--- src/rtl/bufe_pkg.sv ---
// shared types and constants for the buffered uart fifo engine
package bufe_pkg;

  localparam int MODE_W = 3;
  localparam int BYTE_W = 8;

  localparam logic [MODE_W-1:0] MODE_HOST_WRITE = 3'd0;
  localparam logic [MODE_W-1:0] MODE_HOST_READ  = 3'd1;
  localparam logic [MODE_W-1:0] MODE_LINE_RX    = 3'd2;
  localparam logic [MODE_W-1:0] MODE_TX_READY   = 3'd3;
  localparam logic [MODE_W-1:0] MODE_READ_ALL   = 3'd4;

  typedef struct packed {
    logic [MODE_W-1:0] mode;
    logic [BYTE_W-1:0] data_byte;
    logic              holder_free;
  } bufe_item_t;

  typedef struct packed {
    logic              line_valid;
    logic [BYTE_W-1:0] line_byte;
    logic              accepted;
    logic              read_valid;
    logic [BYTE_W-1:0] host_byte;
    logic              rx_overflow;
    logic              rx_pending;
    logic              last;
  } bufe_result_t;

  // controller to datapath
  typedef struct packed {
    logic capture;
    logic exec;
    logic dump_start;
    logic dump_read;
    logic dump_emit;
  } bufe_cmd_t;

  // datapath to controller
  typedef struct packed {
    logic out_free;
    logic dump_go;
    logic dump_last;
  } bufe_status_t;

endpackage

--- src/rtl/bufe_if.sv ---
// request and response channel interfaces
interface bufe_req_if;
  logic                      valid;
  logic                      ready;
  logic [bufe_pkg::MODE_W-1:0] mode;
  logic [bufe_pkg::BYTE_W-1:0] data_byte;
  logic                      holder_free;

  modport source (output valid, output mode, output data_byte, output holder_free,
                  input ready);
  modport sink (input valid, input mode, input data_byte, input holder_free,
                output ready);
endinterface

interface bufe_rsp_if;
  logic                      valid;
  logic                      ready;
  logic                      line_valid;
  logic [bufe_pkg::BYTE_W-1:0] line_byte;
  logic                      accepted;
  logic                      read_valid;
  logic [bufe_pkg::BYTE_W-1:0] host_byte;
  logic                      rx_overflow;
  logic                      rx_pending;
  logic                      last;

  modport source (output valid, output line_valid, output line_byte, output accepted,
                  output read_valid, output host_byte, output rx_overflow,
                  output rx_pending, output last, input ready);
  modport sink (input valid, input line_valid, input line_byte, input accepted,
                input read_valid, input host_byte, input rx_overflow,
                input rx_pending, input last, output ready);
endinterface

--- src/rtl/buffered_uart_fifo_engine_unit.sv ---
// top level of the buffered uart fifo engine
//
// usage
//   req carries one command transaction: mode, data_byte and holder_free
//   rsp returns result transactions; every command gives exactly one,
//   except read all, which gives one per stored receive byte (at least one)
//   the final result of a command has last set
// sequencing
//   a single-byte command is captured, then executed once the output
//   register is free, which loads its result there; the unit then returns
//   to idle and takes the next command
//   read all streams the stored bytes through alternating read and emit
//   steps, set by the single registered read port of the receive store
// reset
//   synchronous rst empties the transmit ring and receive store pointers,
//   turns draining off and drops any pending result; stored bytes are not
//   cleared and need no clearing pass
// stalls
//   a result waits in the output register until rsp.ready; a new command
//   is still taken meanwhile, and its result waits until the register frees
module buffered_uart_fifo_engine_unit #(
  parameter int BUFFER_DEPTH = 64
) (
  input logic    clk,
  input logic    rst,
  bufe_req_if.sink   req,
  bufe_rsp_if.source rsp
);
  import bufe_pkg::*;

  bufe_item_t   item;
  bufe_cmd_t    cmd;
  bufe_status_t status;
  bufe_result_t result;

  // pack the incoming transaction payload
  assign item.mode        = req.mode;
  assign item.data_byte   = req.data_byte;
  assign item.holder_free = req.holder_free;

  // sequencer decides when each step commits
  bufe_ctrl u_ctrl (
    .clk      (clk),
    .rst      (rst),
    .in_valid (req.valid),
    .in_ready (req.ready),
    .status   (status),
    .cmd      (cmd)
  );

  // storage, pointers and the output register
  bufe_dp #(
    .BUFFER_DEPTH (BUFFER_DEPTH)
  ) u_dp (
    .clk       (clk),
    .rst       (rst),
    .item      (item),
    .cmd       (cmd),
    .status    (status),
    .out_valid (rsp.valid),
    .out_ready (rsp.ready),
    .result    (result)
  );

  // unpack the result transaction
  assign rsp.line_valid  = result.line_valid;
  assign rsp.line_byte   = result.line_byte;
  assign rsp.accepted    = result.accepted;
  assign rsp.read_valid  = result.read_valid;
  assign rsp.host_byte   = result.host_byte;
  assign rsp.rx_overflow = result.rx_overflow;
  assign rsp.rx_pending  = result.rx_pending;
  assign rsp.last        = result.last;

endmodule

--- src/rtl/bufe_ctrl.sv ---
// sequencing state machine for the buffered uart fifo engine
module bufe_ctrl (
  input  logic                   clk,
  input  logic                   rst,
  input  logic                   in_valid,
  output logic                   in_ready,
  input  bufe_pkg::bufe_status_t status,
  output bufe_pkg::bufe_cmd_t    cmd
);
  import bufe_pkg::*;

  localparam logic [1:0] ST_IDLE     = 2'd0;
  localparam logic [1:0] ST_EXEC     = 2'd1;
  localparam logic [1:0] ST_DUMP_RD  = 2'd2;
  localparam logic [1:0] ST_DUMP_OUT = 2'd3;

  logic [1:0] state;
  logic [1:0] state_next;

  always_comb begin
    state_next = state;
    cmd        = '0;
    in_ready   = 1'b0;
    case (state)
      ST_IDLE: begin
        in_ready = 1'b1;
        if (in_valid) begin
          cmd.capture = 1'b1;
          state_next  = ST_EXEC;
        end
      end
      ST_EXEC: begin
        if (status.dump_go) begin
          cmd.dump_start = 1'b1;
          state_next     = ST_DUMP_RD;
        end else if (status.out_free) begin
          cmd.exec   = 1'b1;
          state_next = ST_IDLE;
        end
      end
      ST_DUMP_RD: begin
        cmd.dump_read = 1'b1;
        state_next    = ST_DUMP_OUT;
      end
      ST_DUMP_OUT: begin
        if (status.out_free) begin
          cmd.dump_emit = 1'b1;
          state_next    = status.dump_last ? ST_IDLE : ST_DUMP_RD;
        end
      end
      default: state_next = ST_IDLE;
    endcase
  end

  always_ff @(posedge clk) begin
    if (rst) begin
      state <= ST_IDLE;
    end else begin
      state <= state_next;
    end
  end

endmodule

--- src/rtl/bufe_dp.sv ---
// datapath: transmit ring, receive store, pointers and result register
module bufe_dp #(
  parameter int BUFFER_DEPTH = 64
) (
  input  logic                   clk,
  input  logic                   rst,
  input  bufe_pkg::bufe_item_t   item,
  input  bufe_pkg::bufe_cmd_t    cmd,
  output bufe_pkg::bufe_status_t status,
  output logic                   out_valid,
  input  logic                   out_ready,
  output bufe_pkg::bufe_result_t result
);
  import bufe_pkg::*;

  localparam int IDX_W = (BUFFER_DEPTH > 1) ? $clog2(BUFFER_DEPTH) : 1;
  localparam int CNT_W = $clog2(BUFFER_DEPTH + 1);
  localparam logic [IDX_W-1:0] IDX_LAST = IDX_W'(BUFFER_DEPTH - 1);
  localparam logic [CNT_W-1:0] CNT_FULL = CNT_W'(BUFFER_DEPTH);

  logic [BYTE_W-1:0] tx_ring [BUFFER_DEPTH];
  logic [BYTE_W-1:0] rx_store [BUFFER_DEPTH];

  bufe_item_t        cur;
  logic [BYTE_W-1:0] tx_rd_q;
  logic [BYTE_W-1:0] rx_rd_q;

  logic [IDX_W-1:0] tx_head;
  logic [IDX_W-1:0] tx_tail;
  logic             drain_enabled;
  logic [CNT_W-1:0] rx_count;
  logic [CNT_W-1:0] rx_read_pos;
  logic [CNT_W-1:0] dump_idx;

  logic [IDX_W-1:0] tx_head_next;
  logic [IDX_W-1:0] tx_tail_next;
  logic             drain_enabled_next;
  logic [CNT_W-1:0] rx_count_next;
  logic [CNT_W-1:0] rx_read_pos_next;
  logic             tx_we;
  logic             rx_we;
  logic [IDX_W-1:0] rx_raddr;
  logic [IDX_W-1:0] head_inc;
  logic [IDX_W-1:0] tail_inc;
  logic [CNT_W-1:0] pos_inc;
  logic [CNT_W-1:0] dump_inc;
  bufe_result_t     step_res;
  bufe_result_t     dump_res;

  assign head_inc = (tx_head == IDX_LAST) ? '0 : tx_head + IDX_W'(1);
  assign tail_inc = (tx_tail == IDX_LAST) ? '0 : tx_tail + IDX_W'(1);
  assign pos_inc  = rx_read_pos + CNT_W'(1);
  assign dump_inc = dump_idx + CNT_W'(1);

  assign status.out_free  = !out_valid || out_ready;
  assign status.dump_go   = (cur.mode == MODE_READ_ALL) && (rx_count != '0);
  assign status.dump_last = (dump_inc == rx_count);

  // single step outcome and next state
  always_comb begin
    tx_head_next       = tx_head;
    tx_tail_next       = tx_tail;
    drain_enabled_next = drain_enabled;
    rx_count_next      = rx_count;
    rx_read_pos_next   = rx_read_pos;
    tx_we              = 1'b0;
    rx_we              = 1'b0;
    step_res           = '0;
    case (cur.mode)
      MODE_HOST_WRITE: begin
        if ((tx_head == tx_tail) && cur.holder_free) begin
          step_res.line_valid = 1'b1;
          step_res.line_byte  = cur.data_byte;
          step_res.accepted   = 1'b1;
        end else if (head_inc != tx_tail) begin
          tx_we               = 1'b1;
          tx_head_next        = head_inc;
          drain_enabled_next  = 1'b1;
          step_res.accepted   = 1'b1;
        end
      end
      MODE_HOST_READ: begin
        if ((rx_count != '0) && (rx_read_pos < rx_count)) begin
          step_res.read_valid = 1'b1;
          step_res.host_byte  = rx_rd_q;
          rx_read_pos_next    = pos_inc;
          if (pos_inc == rx_count) begin
            rx_count_next    = '0;
            rx_read_pos_next = '0;
          end
        end
      end
      MODE_LINE_RX: begin
        if (rx_count < CNT_FULL) begin
          rx_we         = 1'b1;
          rx_count_next = rx_count + CNT_W'(1);
        end else begin
          step_res.rx_overflow = 1'b1;
        end
      end
      MODE_TX_READY: begin
        if (drain_enabled) begin
          if (tx_head != tx_tail) begin
            step_res.line_valid = 1'b1;
            step_res.line_byte  = tx_rd_q;
            tx_tail_next        = tail_inc;
            if (tx_head == tail_inc) begin
              drain_enabled_next = 1'b0;
            end
          end else begin
            drain_enabled_next = 1'b0;
          end
        end
      end
      MODE_READ_ALL: begin
        // only reached with an empty store
        rx_count_next    = '0;
        rx_read_pos_next = '0;
      end
      default: begin
      end
    endcase
    step_res.rx_pending = (rx_count_next != '0);
    step_res.last       = 1'b1;
  end

  // one streamed byte of a read all
  always_comb begin
    dump_res            = '0;
    dump_res.read_valid = 1'b1;
    dump_res.host_byte  = rx_rd_q;
    dump_res.last       = status.dump_last;
  end

  assign rx_raddr = cmd.dump_read ? dump_idx[IDX_W-1:0] : rx_read_pos[IDX_W-1:0];

  always_ff @(posedge clk) begin
    if (cmd.capture) begin
      cur     <= item;
      tx_rd_q <= tx_ring[tx_tail];
    end
    if (cmd.capture || cmd.dump_read) begin
      rx_rd_q <= rx_store[rx_raddr];
    end
    if (cmd.exec && tx_we) begin
      tx_ring[tx_head] <= cur.data_byte;
    end
    if (cmd.exec && rx_we) begin
      rx_store[rx_count[IDX_W-1:0]] <= cur.data_byte;
    end
  end

  always_ff @(posedge clk) begin
    if (rst) begin
      tx_head       <= '0;
      tx_tail       <= '0;
      drain_enabled <= 1'b0;
      rx_count      <= '0;
      rx_read_pos   <= '0;
      dump_idx      <= '0;
    end else if (cmd.exec) begin
      tx_head       <= tx_head_next;
      tx_tail       <= tx_tail_next;
      drain_enabled <= drain_enabled_next;
      rx_count      <= rx_count_next;
      rx_read_pos   <= rx_read_pos_next;
    end else if (cmd.dump_start) begin
      dump_idx <= '0;
    end else if (cmd.dump_emit) begin
      dump_idx <= dump_inc;
      if (status.dump_last) begin
        rx_count    <= '0;
        rx_read_pos <= '0;
      end
    end
  end

  always_ff @(posedge clk) begin
    if (rst) begin
      out_valid <= 1'b0;
    end else if (cmd.exec || cmd.dump_emit) begin
      out_valid <= 1'b1;
    end else if (out_ready) begin
      out_valid <= 1'b0;
    end
  end

  always_ff @(posedge clk) begin
    if (cmd.exec) begin
      result <= step_res;
    end else if (cmd.dump_emit) begin
      result <= dump_res;
    end
  end

endmodule
--- src/flat_wrapper.sv ---
// flat-port wrapper written by rule: the top's interface ports become plain ports
module buffered_uart_fifo_engine_unit_flat import bufe_pkg::*;
#(
  parameter int BUFFER_DEPTH = 64
)
  (clk, rst, req_valid, req_mode, req_data_byte, req_holder_free, req_ready, rsp_valid, rsp_line_valid, rsp_line_byte, rsp_accepted, rsp_read_valid, rsp_host_byte, rsp_rx_overflow, rsp_rx_pending, rsp_last, rsp_ready);
  bufe_req_if req_i ();
  bufe_rsp_if rsp_i ();
  input logic clk;
  input logic rst;
  input wire logic [$bits(req_i.valid)-1:0] req_valid;
  input wire logic [$bits(req_i.mode)-1:0] req_mode;
  input wire logic [$bits(req_i.data_byte)-1:0] req_data_byte;
  input wire logic [$bits(req_i.holder_free)-1:0] req_holder_free;
  output wire logic [$bits(req_i.ready)-1:0] req_ready;
  output wire logic [$bits(rsp_i.valid)-1:0] rsp_valid;
  output wire logic [$bits(rsp_i.line_valid)-1:0] rsp_line_valid;
  output wire logic [$bits(rsp_i.line_byte)-1:0] rsp_line_byte;
  output wire logic [$bits(rsp_i.accepted)-1:0] rsp_accepted;
  output wire logic [$bits(rsp_i.read_valid)-1:0] rsp_read_valid;
  output wire logic [$bits(rsp_i.host_byte)-1:0] rsp_host_byte;
  output wire logic [$bits(rsp_i.rx_overflow)-1:0] rsp_rx_overflow;
  output wire logic [$bits(rsp_i.rx_pending)-1:0] rsp_rx_pending;
  output wire logic [$bits(rsp_i.last)-1:0] rsp_last;
  input wire logic [$bits(rsp_i.ready)-1:0] rsp_ready;
  assign req_i.valid = req_valid;
  assign req_i.mode = req_mode;
  assign req_i.data_byte = req_data_byte;
  assign req_i.holder_free = req_holder_free;
  assign req_ready = req_i.ready;
  assign rsp_valid = rsp_i.valid;
  assign rsp_line_valid = rsp_i.line_valid;
  assign rsp_line_byte = rsp_i.line_byte;
  assign rsp_accepted = rsp_i.accepted;
  assign rsp_read_valid = rsp_i.read_valid;
  assign rsp_host_byte = rsp_i.host_byte;
  assign rsp_rx_overflow = rsp_i.rx_overflow;
  assign rsp_rx_pending = rsp_i.rx_pending;
  assign rsp_last = rsp_i.last;
  assign rsp_i.ready = rsp_ready;
  buffered_uart_fifo_engine_unit #(.BUFFER_DEPTH(BUFFER_DEPTH)) u_core (.clk(clk), .rst(rst), .req(req_i), .rsp(rsp_i));
endmodule
--- config.mk ---
export PLATFORM = sky130hd
export DESIGN_NAME = buffered_uart_fifo_engine_unit_flat
export DESIGN_NICKNAME = d
export VERILOG_FILES = /design/src/rtl/bufe_pkg.sv /design/src/rtl/bufe_if.sv /design/src/rtl/buffered_uart_fifo_engine_unit.sv /design/src/rtl/bufe_ctrl.sv /design/src/rtl/bufe_dp.sv /design/src/flat_wrapper.sv
export SDC_FILE = /design/constraint.sdc
export NUM_CORES = 1
export LEC_CHECK = 0
export BUFFER_PORTS_ARGS = -buffer_cell sky130_fd_sc_hd__buf_2
export CAP_MARGIN = 20
export CELL_PAD_IN_SITES_DETAIL_PLACEMENT = 1
export CELL_PAD_IN_SITES_GLOBAL_PLACEMENT = 2
export CORE_MARGIN = 3
export CORE_UTILIZATION = 45
export CTS_BUF_LIST = sky130_fd_sc_hd__clkbuf_2 sky130_fd_sc_hd__clkbuf_4 sky130_fd_sc_hd__clkbuf_8
export DETAILED_ROUTE_END_ITERATION = 8
export MAX_ROUTING_LAYER = met4
export PLACE_DENSITY_LB_ADDON = 0.08
export SKIP_CTS_REPAIR_TIMING = 1
export SLEW_MARGIN = 20
export SYNTH_ARGS = -nofsm -noshare
export SYNTH_HDL_FRONTEND = slang
export SYNTH_SLANG_ARGS = --single-unit
--- constraint.sdc ---
create_clock -name clk -period 2.6 [get_ports clk]
set_input_delay 0.26 -clock clk [delete_from_list [all_inputs] [get_ports clk]]
set_output_delay 0.26 -clock clk [all_outputs]
set_load 0.005 [all_outputs]
==> results of run 1 <==
[flip-flops by register name (all words and copies together), names as in the netlist, 7 cells and up]
register	count
u_core.u_dp.result	22
u_core.u_dp.tx_rd_q	8
u_core.u_dp.rx_read_pos	7
u_core.u_dp.rx_rd_q	8
u_core.u_dp.rx_count	7
u_core.u_dp.rx_store	512
u_core.u_dp.dump_idx	7
u_core.u_dp.tx_ring	512
u_core.u_dp.cur	12
[path summary, 6_finish.rpt]
kind | from | to | slack (ns) | cells past startpoint
worst max-delay path | u_core.u_ctrl.state[0] | u_core.u_dp.rx_rd_q[7] | -0.25 | 11
worst min-delay path | req_data_byte[7] | u_core.u_dp.cur[8] | 0.12 | 2
worst max register to register | u_core.u_ctrl.state[0] | u_core.u_dp.rx_rd_q[7] | -0.25 | 11
worst min register to register | u_core.u_dp.result[0] | u_core.u_dp.result[0] | 0.44 | 2
[logic make-up (layout without fill, tap and decap cells)]
family | count (synthesis) | after routing
muxes | 245 | 245
buffers and inverters | 215 | 943
and+or+nand+nor | 709 | 710
DFF | 1111 | 1111
adders and majority gates | 13 | 13
other | 0 | 4
xor gates and xnor gates | 46 | 46
AOI/OAI and AO/OA | 410 | 411
[stage by stage]
| stage | utilization (%) | worst slack (ns) | area [sq um] | total power, W |
|---|---|---|---|---|
| 6_report | 56.9 | -0.252 | 56200 | 0.0360 |
| 3_5_place_dp | 51.1 | -0.610 | 50500 | 0.0209 |
| 3_3_place_gp | 51.1 | -0.551 | 50500 | 0.0208 |
| 5_1_grt | 56.9 | -0.314 | 56200 | 0.0372 |
| 2_1_floorplan | - | -0.0637 | 45200 | 0.0204 |
| 4_1_cts | 54.8 | -0.618 | 54200 | 0.0363 |
[power by group through the flow]
| stage | registers [W] | clock network, W | logic, W |
|---|---|---|---|
| after floorplan | 0.0203 | 0 | 0.000114 |
| after global placement | 0.0202 | 0 | 0.000668 |
| after detailed placement | 0.0202 | 0 | 0.000698 |
| after CTS | 0.0198 | 0.0158 | 0.000698 |
| after global routing | 0.0198 | 0.0166 | 0.000778 |
| final | 0.0198 | 0.0155 | 0.000728 |
[layout by cell type, fill, tap and decap left out, types with 29 or more instances in the layout]
| master | instances |
|---|---|
| sky130_fd_sc_hd__edfxtp_1 | 1073 |
| sky130_fd_sc_hd__nor2_4 | 42 |
| sky130_fd_sc_hd__clkbuf_8 | 194 |
| sky130_fd_sc_hd__buf_2 | 39 |
| sky130_fd_sc_hd__nand3_1 | 29 |
| sky130_fd_sc_hd__nor2_1 | 126 |
| sky130_fd_sc_hd__buf_4 | 347 |
| sky130_fd_sc_hd__a31oi_1 | 29 |
| sky130_fd_sc_hd__clkinv_1 | 42 |
| sky130_fd_sc_hd__buf_12 | 81 |
| sky130_fd_sc_hd__mux4_2 | 170 |
| sky130_fd_sc_hd__mux2i_1 | 68 |
| sky130_fd_sc_hd__a21oi_1 | 166 |
| sky130_fd_sc_hd__a211oi_1 | 40 |
| sky130_fd_sc_hd__buf_6 | 55 |
| sky130_fd_sc_hd__clkbuf_4 | 47 |
| sky130_fd_sc_hd__inv_1 | 42 |
| sky130_fd_sc_hd__clkinv_2 | 36 |
| sky130_fd_sc_hd__nand2_1 | 314 |
| sky130_fd_sc_hd__or4_1 | 30 |
| sky130_fd_sc_hd__a221oi_1 | 30 |
[critical path, cell delays in order, from the launching register on]
cell                        delay [ns]
sky130_fd_sc_hd__dfxtp_2          0.33
sky130_fd_sc_hd__nand2b_4         0.17
sky130_fd_sc_hd__buf_6            0.15
sky130_fd_sc_hd__a21oi_4          0.23
sky130_fd_sc_hd__buf_12           0.17
sky130_fd_sc_hd__buf_16           0.16
sky130_fd_sc_hd__clkbuf_16        0.17
sky130_fd_sc_hd__buf_4            0.11
sky130_fd_sc_hd__mux2i_1          0.08
sky130_fd_sc_hd__a222oi_1         0.66
sky130_fd_sc_hd__a21oi_1          0.16
sky130_fd_sc_hd__o31ai_1          0.26
[metal layers]
metal,GRT usage [%],up-vias
met5,-,-
met4,10.3,0
met3,3.93,234
met2,42.3,839
met1,33.4,14500
li1,-,12000
[layout make-up]
cell class / instances / area, sq um / area share (%)
well taps: 1287 / 1610 / 2.86
multi-input cells: 1425 / 12000 / 21.3
inverters: 42 / 158 / 0.280
clock buffers: 241 / 3020 / 5.38
flip-flops and latches: 1111 / 33000 / 58.7
diodes: 4 / 10.0 / 0.0178
clock inverters: 98 / 673 / 1.20
repair buffers: 562 / 5740 / 10.2
==> results summary, run 1 <==
The flow ran to the end, but the final reports show violations. The final reports fail on setup timing. The distinct cell type count of the synthesized netlist is 72. Summing the areas of all compound-gate instances in the mapped netlist gives 5.98% of the synthesized area. The worst relative slew slack came out at 35.4%. The share of total power in the clock network is 43.0%. The final layout contains 3354 nets. The post-route fraction of the period consumed by the critical path came out at 110%. The leading cell type by number of instances after synthesis is sky130_fd_sc_hd__edfxtp_1.

The register clock-pin slew on the reported worst setup and hold paths is 0.06 ns. The register area share after synthesis is 73.2%. Counting the fill cells in the layout gives 9117.

After the first detailed-routing iteration, the DRC count stood at 2328. The global-route usage over all layers is 26.1%. The residual overflow from global routing is 0. The first global-routing pass estimated 192000 microns of wire. In this run the top signal layer used is met4. Yosys attributes the largest share of cell area to sky130_fd_sc_hd__edfxtp_1 72%, sky130_fd_sc_hd__mux4_2 8.5%, sky130_fd_sc_hd__nand2_1 2.7%, sky130_fd_sc_hd__a21oi_1 1.9%, sky130_fd_sc_hd__dfxtp_1 1.7%. The die is ~320 microns tall. The proportion of power drawn by combinational gates came out at 2.0%. The synthesized netlist devotes 7.09% of its cell area to simple gates.

TritonCTS built the clock tree. The total CTS buffers came out at 183. The remaining design rule violation count came out at 0. The async set-reset flop share out of synthesis is 0%. The first TritonRoute pass finished after 5 iterations. The net count of the mapped netlist is around 2800.

The worst endpoint data arrival time came out at 3.55 ns. The final-report setup violation count is 256. The post-synthesis share of cell area spent on full adders, half adders and majority gates came out at 0.361%.

Once the floorplan was initialized, standard cells occupied approximately 46% of the core. The total die area is 104000 sq um. The placeable core region is 98900 sq um.

The total number of vias is 27500. The biggest area consumer among synthesized cells is sky130_fd_sc_hd__edfxtp_1. The tightest hold margin came out at 0.116 ns. The class of the most critical setup path is flip-flop to flip-flop.

At the pin with the least slew margin, the transition time is 0.967 ns. The cell area power density came out at 640 nW/um^2. The xor and xnor area share after synthesis came out at less than 1%. In this run the core area contains between 100 and 150 standard-cell rows. Synthesis produced roughly 2700 cells. The synthesized cell area came out at 45000 sq um. The top-level I/O count is 40. The total of max-cap violations is 0. For this run, the number of Yosys warnings is 0.

The worst setup path is captured at a flip-flop. The routed metal-1 wire length came out at roughly 56000 microns. In this run the static leakage power is 19.1 nW. The count of final hold-check violations came out at 0.

No sink is reached through more buffers than the 3 on the longest clock path. Using the TritonRoute via totals, the vias-per-cell ratio works out to 5.77. Relative to the synthesized area, the layout overhead comes to 24.8%. The share of total power in sequential cells is 55.0%.

The share of cell area taken by muxes after synthesis came out at between 10% and 20%. The count of antenna-violating nets left after detailed routing came out at 0. The top cell type's share of synthesized area is 71.5%. After synthesis the netlist holds a flip-flop and latch count of between 1000 and 1500. Detailed routing placed a total of 6340 microns of wire on met3. The routed wirelength normalized by instance count is 28.1 microns. The fmax came out at about 350 MHz. The clock latency of the later-clocked register in the worst-skew pair came out at 0.88 ns. Data on the critical path is required at its endpoint by ~3.3 ns. The placed wire-length estimate is 86400 microns.

The switching portion of total power came out at between 20% and 30%. The maximum number of pins on one net before global-route repair came out at 107. The path class of the tightest hold or removal check is primary input to flip-flop. The dominant combinational cell family by area after synthesis is multiplexers. The shortest clock period the worst path allows after layout is 2.85 ns. Sorting the synthesized cells by how often they occur yields 1073 x sky130_fd_sc_hd__edfxtp_1, 322 x sky130_fd_sc_hd__nand2_1, 194 x sky130_fd_sc_hd__nor2_1, 171 x sky130_fd_sc_hd__a21oi_1, 170 x sky130_fd_sc_hd__mux4_2.

Routability-driven placement finished with a final weighted congestion of 0.868. The total negative slack for setup checks is -18.05 ns. The mean area per synthesized cell came out at 16.4 sq um. Summed over all nets, the switching power comes to 0.00776 W. The worst setup slack after layout came out at -0.252 ns. The initial antenna violation count came to 4. The routed design has 134000 microns of wire. The setup clock skew after layout is 0.0550 ns.

The share of layout cells above drive strength 1 came out at between 30 and 40%. The total count of max-transition violations in the final report came to 0. The internal cell power came out at 0.0282 W.

In this run, placement finished with an instance count of 4349. The total clock sinks is between 1000 and 1500. The count of flip-flops with a built-in enable after synthesis is 1073. CTS placed an instance of sky130_fd_sc_hd__clkbuf_8 at the clock tree root. The worst setup path is launched from a flip-flop. The routed wire length on met2 is 67400 microns. In this run the worst path has a maximum fanout of 8. The H-tree level count came out at 4. The number of port buffers came out at 39. The peak supply drop came out at 0.489 mV. The width of the die came out at approximately 320 microns. Setup repair after global routing could not meet its margin everywhere. The via count of the first global-routing pass came out at between 20000 and 30000. The count of non-filler cells in the finished layout came out at approximately 4800. In the synthesized netlist the dominant register cell turns out to be sky130_fd_sc_hd__edfxtp_1.
Power figures use the tool's default switching activity.
==> inputs of run 2 (changes only) <==
- RECOVER_POWER: default -> 100
==> results summary, run 2 (synthesis results as in run 1) <==
The worst setup slack after layout is -0.276 ns (was -0.252 ns). The share of layout cells above drive strength 1 is 34.1% (was 34.4%). The post-detailed-placement cell area came out at 50500 sq um (unchanged). The clock tree from TritonCTS is built (unchanged). The total power was 0.0360 W (about the same). The switching portion of total power is 21.5% (was 21.6%). The remaining design rule violation count is 0 (unchanged).

The share of total power in the clock network came out at 43.0% (about the same). The placeable core region came out at 98900 sq um (unchanged). The clock latency of the later-clocked register in the worst-skew pair came out at 0.88 ns (about the same). The total number of vias came out at 27500 (about the same). Status: finished with violations (unchanged).

The setup clock skew after layout came out at 0.0508 ns (was 0.0550 ns). The number of port buffers came out at 39 (unchanged). The critical path's slowest cell is sky130_fd_sc_hd__or4_1 (was sky130_fd_sc_hd__a222oi_1). The width of the die came out at 322 microns (unchanged). The clock tree root buffer cell is sky130_fd_sc_hd__clkbuf_8 (unchanged). Critical path, cell by cell: buf_4 -> nor4bb_4 -> a31oi_2 -> buf_4 -> a211oi_2 -> nor4_1 -> or4_1 -> o211ai_1 -> o31ai_1 (was nand2b_4 -> buf_6 -> a21oi_4 -> buf_12 -> buf_16 -> clkbuf_16 -> buf_4 -> mux2i_1 -> a222oi_1 -> a21oi_1 -> o31ai_1).

The via count of the first global-routing pass came to 28700 (unchanged). The share of the core filled with cells in the final layout is 56.8% (was 56.9%). The effective utilization at floorplan is 45.6% (unchanged). The maximum count of clock buffers along a single path is 3 (unchanged). The layout filler cell count came to 9133 (was 9117). The worst relative slew slack was -29.8% (was 35.4%). The total count of max-transition violations in the final report is 130 (was 0). The critical path endpoint category is a flip-flop (unchanged). The top-level I/O count is 40 (unchanged). Unrepaired setup endpoints after global routing: yes (unchanged). The cell area power density was 641 nW/um^2 (was 640 nW/um^2).

The H-tree level count is 4 (unchanged). The net switching component of the power came to 0.00775 W (was 0.00776 W). The count of antenna-violating nets left after detailed routing is 0 (unchanged). The total clock sinks is 1111 (unchanged). The number of nets in the layout came to 3354 (unchanged).

The register clock-pin slew on the reported worst setup and hold paths came out at 0.06 ns (about the same). The most common cell after layout, fill and taps aside is sky130_fd_sc_hd__edfxtp_1 (unchanged). The last weighted congestion value of the routability-driven placer was 0.868 (unchanged). The ratio of routed vias to standard cells is 5.76 (was 5.77). The count of final hold-check violations came to 0 (unchanged).

The final instance area is 56100 sq um (was 56200 sq um). The cell with the most instances on the worst path is sky130_fd_sc_hd__buf_4. The final-report setup violation count is 254 (was 256). The category of the worst setup path launch point is a flip-flop (unchanged). The detailed router's first-iteration violation count was 2389 (was 2328). The class of the most critical setup path is flip-flop to flip-flop (unchanged).

The leakage power summed over all cells came out at 19.0 nW (was 19.1 nW). The proportion of power drawn by combinational gates is 2.0% (about the same). The post-route fraction of the period consumed by the critical path came to 111% (was 110%). The maximum number of pins on one net before global-route repair is 107 (unchanged). The fmax is 348 MHz (was 351 MHz). The total CTS buffers was 183 (unchanged). The global-route usage over all layers came out at 26.1% (unchanged).

Failing checks: capacitance limit, slew limit, setup timing (was setup timing). The residual overflow from global routing is 0 (unchanged). The total of max-cap violations came out at 2 (was 0). The peak per-stage delay on the critical path came out at 0.64 ns (was 0.66 ns). The wire length of the first global-routing pass is 192000 microns (unchanged). The worst endpoint data arrival time is 3.47 ns (was 3.55 ns). The shortest clock period the worst path allows after layout came to 2.88 ns (was 2.85 ns). The initial antenna violation count came to 4 (unchanged). The transition time at the pin with the least slew margin is 1.95 ns (was 0.967 ns). The internal cell power came to 0.0282 W (about the same). The peak supply drop is 0.490 mV (was 0.489 mV). The detailed-route wire length came out at 134000 microns (about the same). The placed wire-length estimate is 86400 microns (unchanged). The height of the chip came to 322 microns (unchanged). The total die area was 104000 sq um (unchanged). The class of the worst hold path is primary input to flip-flop (unchanged). The share of total power in sequential cells is 55.0% (about the same).

The critical-path maximum fanout was 4 (was 8). The standard-cell row count came out at 115 (unchanged). The routed wirelength normalized by instance count is 28.1 microns (about the same). The area growth from synthesis to final layout was 24.6% (was 24.8%). The count of TritonRoute iterations in the first routing pass is 7 (was 5). The required time of the critical path came out at 3.19 ns (was 3.30 ns). Commonest cells after routing, fill and taps aside: 1073 x sky130_fd_sc_hd__edfxtp_1, 338 x sky130_fd_sc_hd__buf_4, 314 x sky130_fd_sc_hd__nand2_1 (was 1073 x sky130_fd_sc_hd__edfxtp_1, 347 x sky130_fd_sc_hd__buf_4, 314 x sky130_fd_sc_hd__nand2_1).
-- run 2: changes by cell type in the layout (fill, tap and decap cells not counted) --
cell | previous run | this run
sky130_fd_sc_hd__buf_12 | 81 | 77
sky130_fd_sc_hd__clkbuf_2 | 0 | 3
sky130_fd_sc_hd__buf_4 | 347 | 338
sky130_fd_sc_hd__diode_2 | 4 | 3
sky130_fd_sc_hd__clkbuf_1 | 0 | 12
sky130_fd_sc_hd__buf_2 | 39 | 36
sky130_fd_sc_hd__clkbuf_4 | 47 | 48
-- run 2: worst paths after layout --
| kind | start | endpoint | slack [ns] | depth (start not counted) |
|---|---|---|---|---|
| worst max-delay path | u_core.u_ctrl.state[1] | u_core.u_dp.rx_rd_q[1] | -0.28 | 9 |
| worst min-delay path | req_data_byte[7] | u_core.u_dp.cur[8] | 0.12 | 2 |
| worst max register to register | u_core.u_ctrl.state[1] | u_core.u_dp.rx_rd_q[1] | -0.28 | 9 |
| worst min register to register | u_core.u_dp.result[0] | u_core.u_dp.result[0] | 0.44 | 2 |
-- run 2: cell type report --
cell class	instances	area, sq um	area share (%)
clock inverters	98	673	1.20
well taps	1287	1610	2.87
inverters	42	158	0.281
multi-input cells	1425	12000	21.3
flip-flops and latches	1111	33000	58.8
diodes	3	7.51	0.0134
repair buffers	562	5650	10.1
clock buffers	241	3020	5.39
-- run 2: worst max-delay path, delay by kind of cell, from the launching register on --
family / cells / cell delay [ns]
buf+inv: 2 / 0.35
compound gates: 4 / 0.76
simple gates: 3 / 1.10
flops: 1 / 0.38
-- run 2: stage by stage --
stage               setup WS (ns)  hold slack (ns)  TNS, ns  cells
finish                     -0.276            0.116   -18.07   4769
global route               -0.314           0.0688   -36.67   4769
global placement           -0.551            0.437   -88.04   4349
detailed placement         -0.610            0.438  -116.01   4349
CTS                        -0.618           -0.522  -129.74   4688
floorplan                 -0.0637            0.359   -19.81   2749
-- run 2: routing by layer --
metal / up-vias / part of all wire (%) / wire [microns] / global-route usage [%]
met5: - / 0 / 0 / -
met4: 0 / 3.5 / 4660 / 10.3
met3: 238 / 4.6 / 6190 / 3.93
met2: 805 / 50 / 67700 / 42.3
met1: 14400 / 41 / 55700 / 33.4
li1: 12000 / - / - / -
-- run 2: power by group through the flow --
stage,Clock (W),Sequential [W],Combinational (W)
after floorplan,0,0.0203,0.000114
after global placement,0,0.0202,0.000668
after detailed placement,0,0.0202,0.000698
after CTS,0.0158,0.0198,0.000698
after global routing,0.0166,0.0198,0.000758
final,0.0155,0.0198,0.000708
